### src/tks_pkg.sv
`timescale 1ns / 1ps

package tks_pkg;

  localparam int SCORE_W      = 16;
  localparam int CLASS_W      = 12;
  localparam int RANK_W       = 3;
  localparam int COUNT_W      = 3;
  localparam int RESULT_LIMIT = 5;

  localparam logic [COUNT_W-1:0] TOP_COUNT_RESET = 3'd5;

  // One entry of the ranked list.
  typedef struct packed {
    logic               valid;
    logic [CLASS_W-1:0] cls;
    logic [SCORE_W-1:0] score;
  } tks_entry_t;

  // Control from the input stage to the ranked list.
  typedef struct packed {
    logic step;
    logic clear;
  } tks_step_t;

endpackage

### src/tks_insert.sv
`timescale 1ns / 1ps

module tks_insert import tks_pkg::*; #(
  parameter int TOP_MAX     = 5,
  parameter int MAX_CLASSES = 4096
) (
  input  logic                      clk,
  input  logic                      rst,
  input  tks_step_t                 ctl,
  input  logic [SCORE_W-1:0]        score,
  output tks_entry_t [TOP_MAX-1:0]  snap,
  output logic                      snap_overflow
);

  localparam int IDX_W = $clog2(MAX_CLASSES + 1);
  localparam logic [IDX_W-1:0] IDX_FULL = IDX_W'(MAX_CLASSES);

  tks_entry_t [TOP_MAX-1:0] kept;
  logic [IDX_W-1:0]         next_index;
  logic                     overflow_seen;

  logic                     full;
  logic                     do_ins;
  tks_entry_t               new_e;
  logic [TOP_MAX-1:0]       take;
  tks_entry_t [TOP_MAX-1:0] ins;

  assign full   = (next_index == IDX_FULL);
  assign do_ins = !full && (score != '0);

  always_comb begin
    new_e.valid = 1'b1;
    new_e.cls   = CLASS_W'(next_index);
    new_e.score = score;
  end

  // The list is kept in descending order with valid entries packed at the
  // front, so the take vector is monotone: the first set bit is the slot of
  // the new score and every later slot shifts down by one.
  for (genvar g = 0; g < TOP_MAX; g++) begin : g_slot
    assign take[g] = !kept[g].valid || (score > kept[g].score);
    if (g == 0) begin : g_head
      assign ins[g] = (do_ins && take[g]) ? new_e : kept[g];
    end else begin : g_tail
      assign ins[g] = !(do_ins && take[g]) ? kept[g] :
                      (take[g-1] ? kept[g-1] : new_e);
    end
  end

  assign snap          = ins;
  assign snap_overflow = overflow_seen | full;

  always_ff @(posedge clk) begin
    if (rst) begin
      kept          <= '0;
      next_index    <= '0;
      overflow_seen <= 1'b0;
    end else if (ctl.step) begin
      if (ctl.clear) begin
        kept          <= '0;
        next_index    <= '0;
        overflow_seen <= 1'b0;
      end else begin
        kept          <= ins;
        overflow_seen <= overflow_seen | full;
        if (!full) begin
          next_index <= next_index + 1'b1;
        end
      end
    end
  end

endmodule

### src/tks_report.sv
`timescale 1ns / 1ps

module tks_report import tks_pkg::*; #(
  parameter int TOP_MAX = 5
) (
  input  logic                     clk,
  input  logic                     rst,
  input  logic                     load,
  input  tks_entry_t [TOP_MAX-1:0] snap,
  input  logic                     snap_overflow,
  input  logic [((((TOP_MAX < RESULT_LIMIT) ? TOP_MAX : RESULT_LIMIT) > 1) ?
                $clog2((TOP_MAX < RESULT_LIMIT) ? TOP_MAX : RESULT_LIMIT) : 1)-1:0]
                                   last_idx,
  input  logic                     result_stall,
  output logic                     result_valid,
  output logic [RANK_W-1:0]        rank,
  output logic [CLASS_W-1:0]       class_index,
  output logic [SCORE_W-1:0]       best_score,
  output logic                     slot_valid,
  output logic                     count_overflow,
  output logic                     last_rank,
  output logic                     free
);

  localparam int LIMIT = (TOP_MAX < RESULT_LIMIT) ? TOP_MAX : RESULT_LIMIT;
  localparam int PTR_W = (LIMIT > 1) ? $clog2(LIMIT) : 1;

  tks_entry_t       bank [LIMIT];
  logic             busy;
  logic [PTR_W-1:0] ptr;
  logic [PTR_W-1:0] stop;
  logic             overflow;

  tks_entry_t cur;
  logic       taken;

  assign cur   = bank[ptr];
  assign taken = busy && !result_stall;

  assign result_valid   = busy;
  assign rank           = RANK_W'(ptr);
  assign class_index    = cur.valid ? cur.cls : '0;
  assign best_score     = cur.valid ? cur.score : '0;
  assign slot_valid     = cur.valid;
  assign count_overflow = overflow;
  assign last_rank      = (ptr == stop);
  assign free           = !busy || (taken && last_rank);

  always_ff @(posedge clk) begin
    if (load) begin
      for (int i = 0; i < LIMIT; i++) begin
        bank[i] <= snap[i];
      end
      stop     <= last_idx;
      overflow <= snap_overflow;
    end
  end

  always_ff @(posedge clk) begin
    if (rst) begin
      busy <= 1'b0;
      ptr  <= '0;
    end else begin
      priority if (load) begin
        busy <= 1'b1;
        ptr  <= '0;
      end else if (taken) begin
        if (last_rank) begin
          busy <= 1'b0;
        end else begin
          ptr <= ptr + 1'b1;
        end
      end
    end
  end

endmodule

### src/top_k_score_selector.sv
`timescale 1ns / 1ps

// Streaming top-k selector. Class scores (unsigned Q0.16) arrive one request
// per cycle, unless score_stall holds them, in class order; the position in
// the stream is the class index. The block keeps the TOP_MAX best positive
// scores, ties going to the earlier class, and on the request marked
// final_class it reports the best top_count ranks (top_count 0 reads as 1,
// values above min(TOP_MAX, 5) are clamped) as one result request per rank,
// best first, with last_rank on the final one. A score enters the ranked
// list when the input register that accepted it moves on. A final score is
// taken into the list snapshot that the report buffer loads as the score
// leaves the input register, and the buffer then offers its ranks in turn.
// Scores keep streaming in at one per cycle while a report drains: the list
// is copied into a report buffer and cleared in the same cycle. A second
// final score waits in the input register until the previous report has
// delivered its last rank, so the report buffer's single drain port sets
// the rate of back-to-back sets. Ranks with no positive score show
// slot_valid 0 with zero index and score. After MAX_CLASSES scores further
// scores are ignored and every result of that set carries count_overflow.
module top_k_score_selector import tks_pkg::*; #(
  parameter int TOP_MAX     = 5,
  parameter int MAX_CLASSES = 4096
) (
  input  logic               clk,
  input  logic               rst,
  // Configuration write channel: top_count.
  input  logic               cfg_valid,
  output logic               cfg_ready,
  input  logic [COUNT_W-1:0] cfg_data,
  // Score channel.
  input  logic               score_valid,
  output logic               score_stall,
  input  logic [SCORE_W-1:0] class_score,
  input  logic               final_class,
  // Result channel.
  output logic               result_valid,
  input  logic               result_stall,
  output logic [RANK_W-1:0]  rank,
  output logic [CLASS_W-1:0] class_index,
  output logic [SCORE_W-1:0] best_score,
  output logic               slot_valid,
  output logic               count_overflow,
  output logic               last_rank
);

  localparam int LIMIT = (TOP_MAX < RESULT_LIMIT) ? TOP_MAX : RESULT_LIMIT;
  localparam int PTR_W = (LIMIT > 1) ? $clog2(LIMIT) : 1;

  // The top_count register. Writes are always taken at once.
  logic [COUNT_W-1:0] top_count;

  assign cfg_ready = 1'b1;

  always_ff @(posedge clk) begin
    if (rst) begin
      top_count <= TOP_COUNT_RESET;
    end else if (cfg_valid && cfg_ready) begin
      top_count <= cfg_data;
    end
  end

  // Input register. It moves on every cycle unless it holds a final score
  // and the report buffer is still delivering the previous set.
  logic               in_full;
  logic [SCORE_W-1:0] in_score;
  logic               in_final;
  logic               in_take;
  logic               advance;
  logic               report_free;

  assign advance     = in_full && (!in_final || report_free);
  assign score_stall = in_full && !advance;
  assign in_take     = score_valid && !score_stall;

  always_ff @(posedge clk) begin
    if (rst) begin
      in_full <= 1'b0;
    end else begin
      in_full <= in_take || (in_full && !advance);
    end
  end

  always_ff @(posedge clk) begin
    if (in_take) begin
      in_score <= class_score;
      in_final <= final_class;
    end
  end

  // Ranked list with parallel compare-and-insert.
  tks_step_t                ctl;
  tks_entry_t [TOP_MAX-1:0] snap;
  logic                     snap_overflow;

  assign ctl.step  = advance;
  assign ctl.clear = in_final;

  tks_insert #(
    .TOP_MAX     (TOP_MAX),
    .MAX_CLASSES (MAX_CLASSES)
  ) u_insert (
    .clk           (clk),
    .rst           (rst),
    .ctl           (ctl),
    .score         (in_score),
    .snap          (snap),
    .snap_overflow (snap_overflow)
  );

  // Number of ranks to report, held as the index of the last one.
  logic [COUNT_W-1:0] count;
  logic [PTR_W-1:0]   last_idx;

  always_comb begin
    count = top_count;
    priority if (top_count == '0) begin
      count = COUNT_W'(1);
    end else if (top_count > COUNT_W'(LIMIT)) begin
      count = COUNT_W'(LIMIT);
    end
    last_idx = PTR_W'(count - COUNT_W'(1));
  end

  tks_report #(
    .TOP_MAX (TOP_MAX)
  ) u_report (
    .clk            (clk),
    .rst            (rst),
    .load           (advance && in_final),
    .snap           (snap),
    .snap_overflow  (snap_overflow),
    .last_idx       (last_idx),
    .result_stall   (result_stall),
    .result_valid   (result_valid),
    .rank           (rank),
    .class_index    (class_index),
    .best_score     (best_score),
    .slot_valid     (slot_valid),
    .count_overflow (count_overflow),
    .last_rank      (last_rank),
    .free           (report_free)
  );

  // Within a report the ranks count up by one.
  a_rank_step: assert property (@(posedge clk) disable iff (rst)
    (result_valid && !result_stall && !last_rank) |=>
      (result_valid && rank == $past(rank) + 3'd1))
    else $error("rank did not advance by one inside a report");

  // Once a rank is empty, every later rank of the same report is empty.
  a_empty_tail: assert property (@(posedge clk) disable iff (rst)
    (result_valid && !result_stall && !last_rank && !slot_valid) |=> !slot_valid)
    else $error("filled rank after an empty rank");

  // Filled ranks come out in non-increasing score order.
  a_score_order: assert property (@(posedge clk) disable iff (rst)
    (result_valid && !result_stall && !last_rank && slot_valid) |=>
      (!slot_valid || best_score <= $past(best_score)))
    else $error("ranked scores out of order");

  // The overflow flag is constant across one report.
  a_overflow_hold: assert property (@(posedge clk) disable iff (rst)
    (result_valid && !result_stall && !last_rank) |=>
      (count_overflow == $past(count_overflow)))
    else $error("count_overflow changed inside a report");

endmodule
### config.mk
export PLATFORM = sky130hd
export DESIGN_NAME = top_k_score_selector
export DESIGN_NICKNAME = d
export VERILOG_FILES = /design/src/tks_pkg.sv /design/src/tks_insert.sv /design/src/tks_report.sv /design/src/top_k_score_selector.sv
export SDC_FILE = /design/constraint.sdc
export NUM_CORES = 1
export LEC_CHECK = 0
export BUFFER_PORTS_ARGS = -buffer_cell sky130_fd_sc_hd__buf_2
export CAP_MARGIN = 20
export CELL_PAD_IN_SITES_DETAIL_PLACEMENT = 1
export CELL_PAD_IN_SITES_GLOBAL_PLACEMENT = 2
export CORE_AREA = 2 2 242 172
export DETAILED_ROUTE_END_ITERATION = 10
export DIE_AREA = 0 0 244 174
export PLACE_DENSITY = 0.83
export SETUP_SLACK_MARGIN = 0.05
export SLEW_MARGIN = 20
export SYNTH_ARGS = -nofsm -noshare
export SYNTH_HDL_FRONTEND = slang
export SYNTH_SLANG_ARGS = --single-unit
export TNS_END_PERCENT = 1
### constraint.sdc
create_clock -name clk -period 25.8 [get_ports clk]
set_input_delay 5.16 -clock clk [delete_from_list [all_inputs] [get_ports clk]]
set_output_delay 5.16 -clock clk [all_outputs]
set_load 0.02 [all_outputs]
-- Word-level counts from Yosys, hierarchy flattened
Memories as Yosys holds them, arrays and structs flattened. A register that Yosys moved wholly into a read port is not among the register bits.
Cells that the tools add are included.
- register bits after elaboration: 188
- RAM bits: 145
- input port bits: 25
- output and inout port bits: 37
- logic and storage cells: 103
- memories kept: 1
- $add $sub $neg: 3
- order comparisons: 6
- equality and inequality tests: 3
- mux-type cells: 24
- bitwise logic cells: 2
- reductions and logical operators: 39
- memories (memory ; words ; bits a word ; rd ports ; clocked after Yosys merged registers in ; wr ports ; line ; RTL):
    u_report.bank ; 5 ; 29 ; 1 ; 1 ; 5 ; tks_report.sv:28 ; tks_entry_t bank [LIMIT];
- operator list (kind ; count):
    $mux 29 ; 9
    $mux 145 ; 1
    $gt 16x16->1 ; 5
    $mux 13 ; 2
    $mux 16 ; 1
    $reduce_bool 16->1 ; 1
    $add 13x1->13 const B ; 1
    $eq 13x13->1 const B ; 1
    $logic_and 1x1->1 ; 12
    $mux 12 ; 1
    $mux 3 ; 4
    $logic_not 1->1 ; 11
    $logic_or 1x1->1 ; 8
    $mux 1 ; 6
    $reduce_and 2->1 ; 3
    $reduce_bool 2->1 ; 2
    $add 3x1->3 const B ; 1
    $eq 3x3->1 ; 1
    $gt 3x3->1 const B ; 1
    $logic_not 3->1 ; 1
    $sub 3x1->3 const B ; 1
    $ne 2x2->1 const B ; 1
    $reduce_or 2->1 ; 1
    $not 1->1 ; 1
    $or 1x1->1 ; 1

-- Depth between registers and ports, before layout
- word-level depth: 11
- mapped depth: 11
- depth with buffers taken out: 8

-- By module
Synthesis repeated with hierarchy kept, for this count alone.
- cell total of the unflattened synthesis: 1535
- area, all modules: 16768.6 um^2
- modules (own cells, without submodules) (module ; times used ; cells an instance ; area each (um^2) ; seq. area each (um^2)):
    tks_insert ; 1 ; 1169 ; 10075.9 ; 3183.1
    tks_report ; 1 ; 323 ; 5960.7 ; 4614.4
    top_k_score_selector ; 1 ; 43 ; 732.0 ; 590.6

-- Least setup slack after synthesis
OpenSTA, ideal clock, no wires.
- path type: input port to flip-flop
- start: in result_stall
- end: mem u_report.bank[0][0] (netlist name) (enable)
- setup time: 0.660 ns
- data arrival time: 12.241 ns
- data required time: 25.140 ns
- slack: 12.899 ns
- cell stages on the path: 4
- buffers on the path: 1
- cell sequence: o41ai_2 o21ai_2 clkbuf_1 nor2_1
- RTL lines (what ; line ; RTL):
    start: declaration ; top_k_score_selector.sv:37 ; input logic result_stall,
    end: declaration ; tks_report.sv:28 ;

-- Worst setup path in the final report
- start: in result_stall
- end: out score_stall
- longest elaborated chain between the ends: 8
- RTL lines (what ; line ; RTL):
    $logic_not 1->1 ; tks_report.sv:38 ; assign taken = busy && !result_stall;
    $logic_and 1x1->1 ; tks_report.sv:38 ;
    $logic_and 1x1->1 ; tks_report.sv:47 ; assign free = !busy || (taken && last_rank);
    $logic_or 1x1->1 ; tks_report.sv:47 ;
    $logic_or 1x1->1 ; top_k_score_selector.sv:71 ; assign advance = in_full && (!in_final || report_free);
    $logic_and 1x1->1 ; top_k_score_selector.sv:71 ;
    $logic_not 1->1 ; top_k_score_selector.sv:72 ; assign score_stall = in_full && !advance;
    $logic_and 1x1->1 ; top_k_score_selector.sv:72 ;
    end: declaration ; top_k_score_selector.sv:32 ; output logic score_stall,
No other way between the ends.

==> flow_summary.json <==
{
  "r2r_start": "in_final",
  "period_share_pct": 44.27,
  "antenna_found_initial": 1,
  "yosys.area_share.xor_xnor_pct": 0.8798,
  "synth_area_leaders": "edfxtp_1 28%, dfxtp_1 19%, mux2i_1 7.9%",
  "drv_cap": 0,
  "timing.rr.end": "u_report.bank[4][0]",
  "cp_max_fo": 5,
  "start_util_pct": 44.34,
  "final-hold-violation-count": 0,
  "fin_skew_ps": 26.50,
  "slew_headroom_pct": 25.59,
  "power_density_nw_per_um2": 59.71,
  "crit_top_cell": "buf_2",
  "p_leak_nw": 7.572,
  "final_cell_mix": "168 x dfxtp_1, 166 x edfxtp_1, 142 x nor2_1",
  "avgSynthCellArea_sq_um": 10.78,
  "required_ps": 20640,
  "synth-compound-area-share_pct": 15.47,
  "final_common_cell": "dfxtp_1",
  "worst_ir_drop_vdd_mv": 0.04174,
  "first_pass_iters": 5,
  "slowest_delay_ps": 630,
  "cts_sinks": 336,
  "clockBufferDepth": 3,
  "drv_slew": 0,
  "gr-usage-all-layers_pct": 27.55,
  "synth_simple_gate_area_share_pct": 11.44,
  "critPathLaunchType": "input port",
  "grt_max_degree": 81,
  "clock_latency_ps": 560,
  "yosysSeqAreaShare_pct": 46.81,
  "io_pins": 62,
  "drt-vias-per-instance": 6.378,
  "synth.area.mux_share_pct": 13.61,
  "crit_chain": "buf_2, o41ai_2, nor2_1, buf_2",
  "use_met3_pct": 5.728,
  "use_met2_pct": 38.88,
  "crit_type": "in -> out",
  "hold_path.class": "reg -> reg",
  "hpwl_microns": 38620,
  "fmax_mhz": 87.55,
  "syn2layout_area_growth_pct": 10.70,
  "synth_top_family_by_area": "compound AO/OA/AOI/OAI gates",
  "grtUsageMet1_pct": 42.72,
  "post-place-ws_ps": 14390,
  "portBuffers": 60,
  "h-tree-depth": 2,
  "fillers": 4319,
  "clockRootBuffer": "clkbuf_16",
  "rsz0062_at_grt": "no",
  "crit_path_top_delay_cell": "o41ai_2",
  "post_drt_wl_per_cell_microns": 26.26,
  "async_reset_ff_share_pct": 0,
  "yosys_warnings": 0,
  "ys_types": 67,
  "core_area_sq_um": 40420,
  "dieArea_sq_um": 42460,
  "drt_iter0_drc": 1331,
  "antenna_left": 0,
  "synth_edf_count": 166,
  "cts_tree": "built",
  "setup_viol": 0,
  "vias": 14220,
  "gr-total-overflow": 0,
  "status": "finished, final reports clean",
  "dieWidth_microns": 244,
  "syn_area_sq_um": 17920,
  "clkTransAtPathRegs_ps": 50,
  "synthCells": 1663,
  "synth_top_area_share_pct": 27.82,
  "cts_setup_buffers": 0,
  "drcViolationCount": 0,
  "cts_hold_buf": 0,
  "hold_start": "u_insert.kept[134]",
  "num_rows": 62,
  "antennaDiodeCount": 0,
  "worstHoldEndpoint": "u_insert.kept[134]",
  "totalWireLength_microns": 58570,
  "place_congestion": 0.8517,
  "r2r_cells": 4,
  "rrSetupSlack_ps": 21150,
  "fin_crit_ps": 11420,
  "die_h_microns": 174,
  "arrival_ps": 6260,
  "dp.cells": 2162,
  "busiest_layer": "met1",
  "fin_nets": 1767,
  "cp-end-kind": "primary output",
  "fin_tns_setup_ps": 0,
  "drive_gt1_share_pct": 13.76,
  "grt_pass1_vias": 14450,
  "synth_fa_ha_area_share_pct": 5.865,
  "synthesis.nets": 1772,
  "cts_resized": 0,
  "min_path_cells": 1,
  "cts_buffers": 37,
  "grt_pass1_wl_microns": 89460,
  "tightest_slew_ps": 1116,
  "synth.largest_area_cell": "edfxtp_1",
  "fin_ws_ps": 14380,
  "synthFlopType": "dfxtp_1",
  "ys_seq_elements": 336,
  "fin_cells": 2230
}
[power by group]
group	internal, W	switching (W)
Clock	0.000300	0.000223
Sequential	0.000570	0.0000142
Combinational	0.0000260	0.0000509
Total	0.000896	0.000288
[synthesized netlist by cell type, types with 30 or more instances]
cell and n:
o2bb2ai_1 84, nand3_1 38, ha_1 84, and3_1 54, inv_1 110, edfxtp_1 166, mux2i_1 142, a31oi_1 36
nand4_1 75, buf_2 33, a32o_1 30, a21oi_1 91, nor2_1 143, dfxtp_1 170, clkbuf_1 76, o21ai_0 46
[logic make-up (layout without fill, tap and decap cells)]
logic type	after synthesis	count (layout)
muxes	200	200
DFF	336	336
xor gates and xnor gates	18	18
AOI/OAI and AO/OA	375	375
other	1	1
buffers and inverters	248	271
and+or+nand+nor	401	401
adders and majority gates	84	84
[final cells by class]
cell class / count / area (sq um) / share of cell area, %
multi-input combinational: 1079 / 8631 / 43.51
sequential: 336 / 8391 / 42.30
clock buffer: 51 / 1030 / 5.191
tap: 544 / 680.7 / 3.431
timing repair buffer: 93 / 551.8 / 2.782
inverter: 111 / 416.7 / 2.100
clock inverter: 16 / 136.4 / 0.6875
[worst max-delay path by stage]
stage          slack (ps)          from  cells past startpoint                   to
6_report            14380  result_stall                      4          score_stall
4_1_cts             14380  result_stall                      4          score_stall
5_1_grt             14270  result_stall                      4          score_stall
2_1_floorplan       12900  result_stall                      4  u_report.bank[0][0]
3_5_place_dp        14390  result_stall                      4          score_stall
3_3_place_gp        14440  result_stall                      4          score_stall
[state kept, by name (all words and copies together), names as in the netlist, 3 cells and up, named ones only]
signal	cells
u_insert.next_index	13
u_insert.kept	145
u_report.bank	145
u_report.rank	3
in_score	16
top_count	3
u_report.stop	3
[critical path, delay by kind of cell]
| family | cells | cell delay [ps] |
|---|---|---|
| AOI/OAI and AO/OA | 1 | 630 |
| and+or+nand+nor | 1 | 160 |
| buffers and inverters | 2 | 310 |
[metrics by stage]
step                util, %  hold slack [ps]  power (W)  instance area, sq um
finish                49.08            463.3   0.001184                 19840
global route          49.08            474.3   0.001219                 19840
CTS                   49.05            465.4   0.001191                 19830
detailed placement    46.17            446.2  0.0006712                 18660
global placement      46.16            444.3  0.0006674                 18660
floorplan                 -            432.3  0.0006404                 17920
[metal layers]
metal / wire length [microns] / part of all wire (%)
met3: 4791 / 8.2
met4: 1004 / 1.7
met5: 0 / 0
met1: 28990 / 49
met2: 23780 / 41
Power figures use the tool's default switching activity.
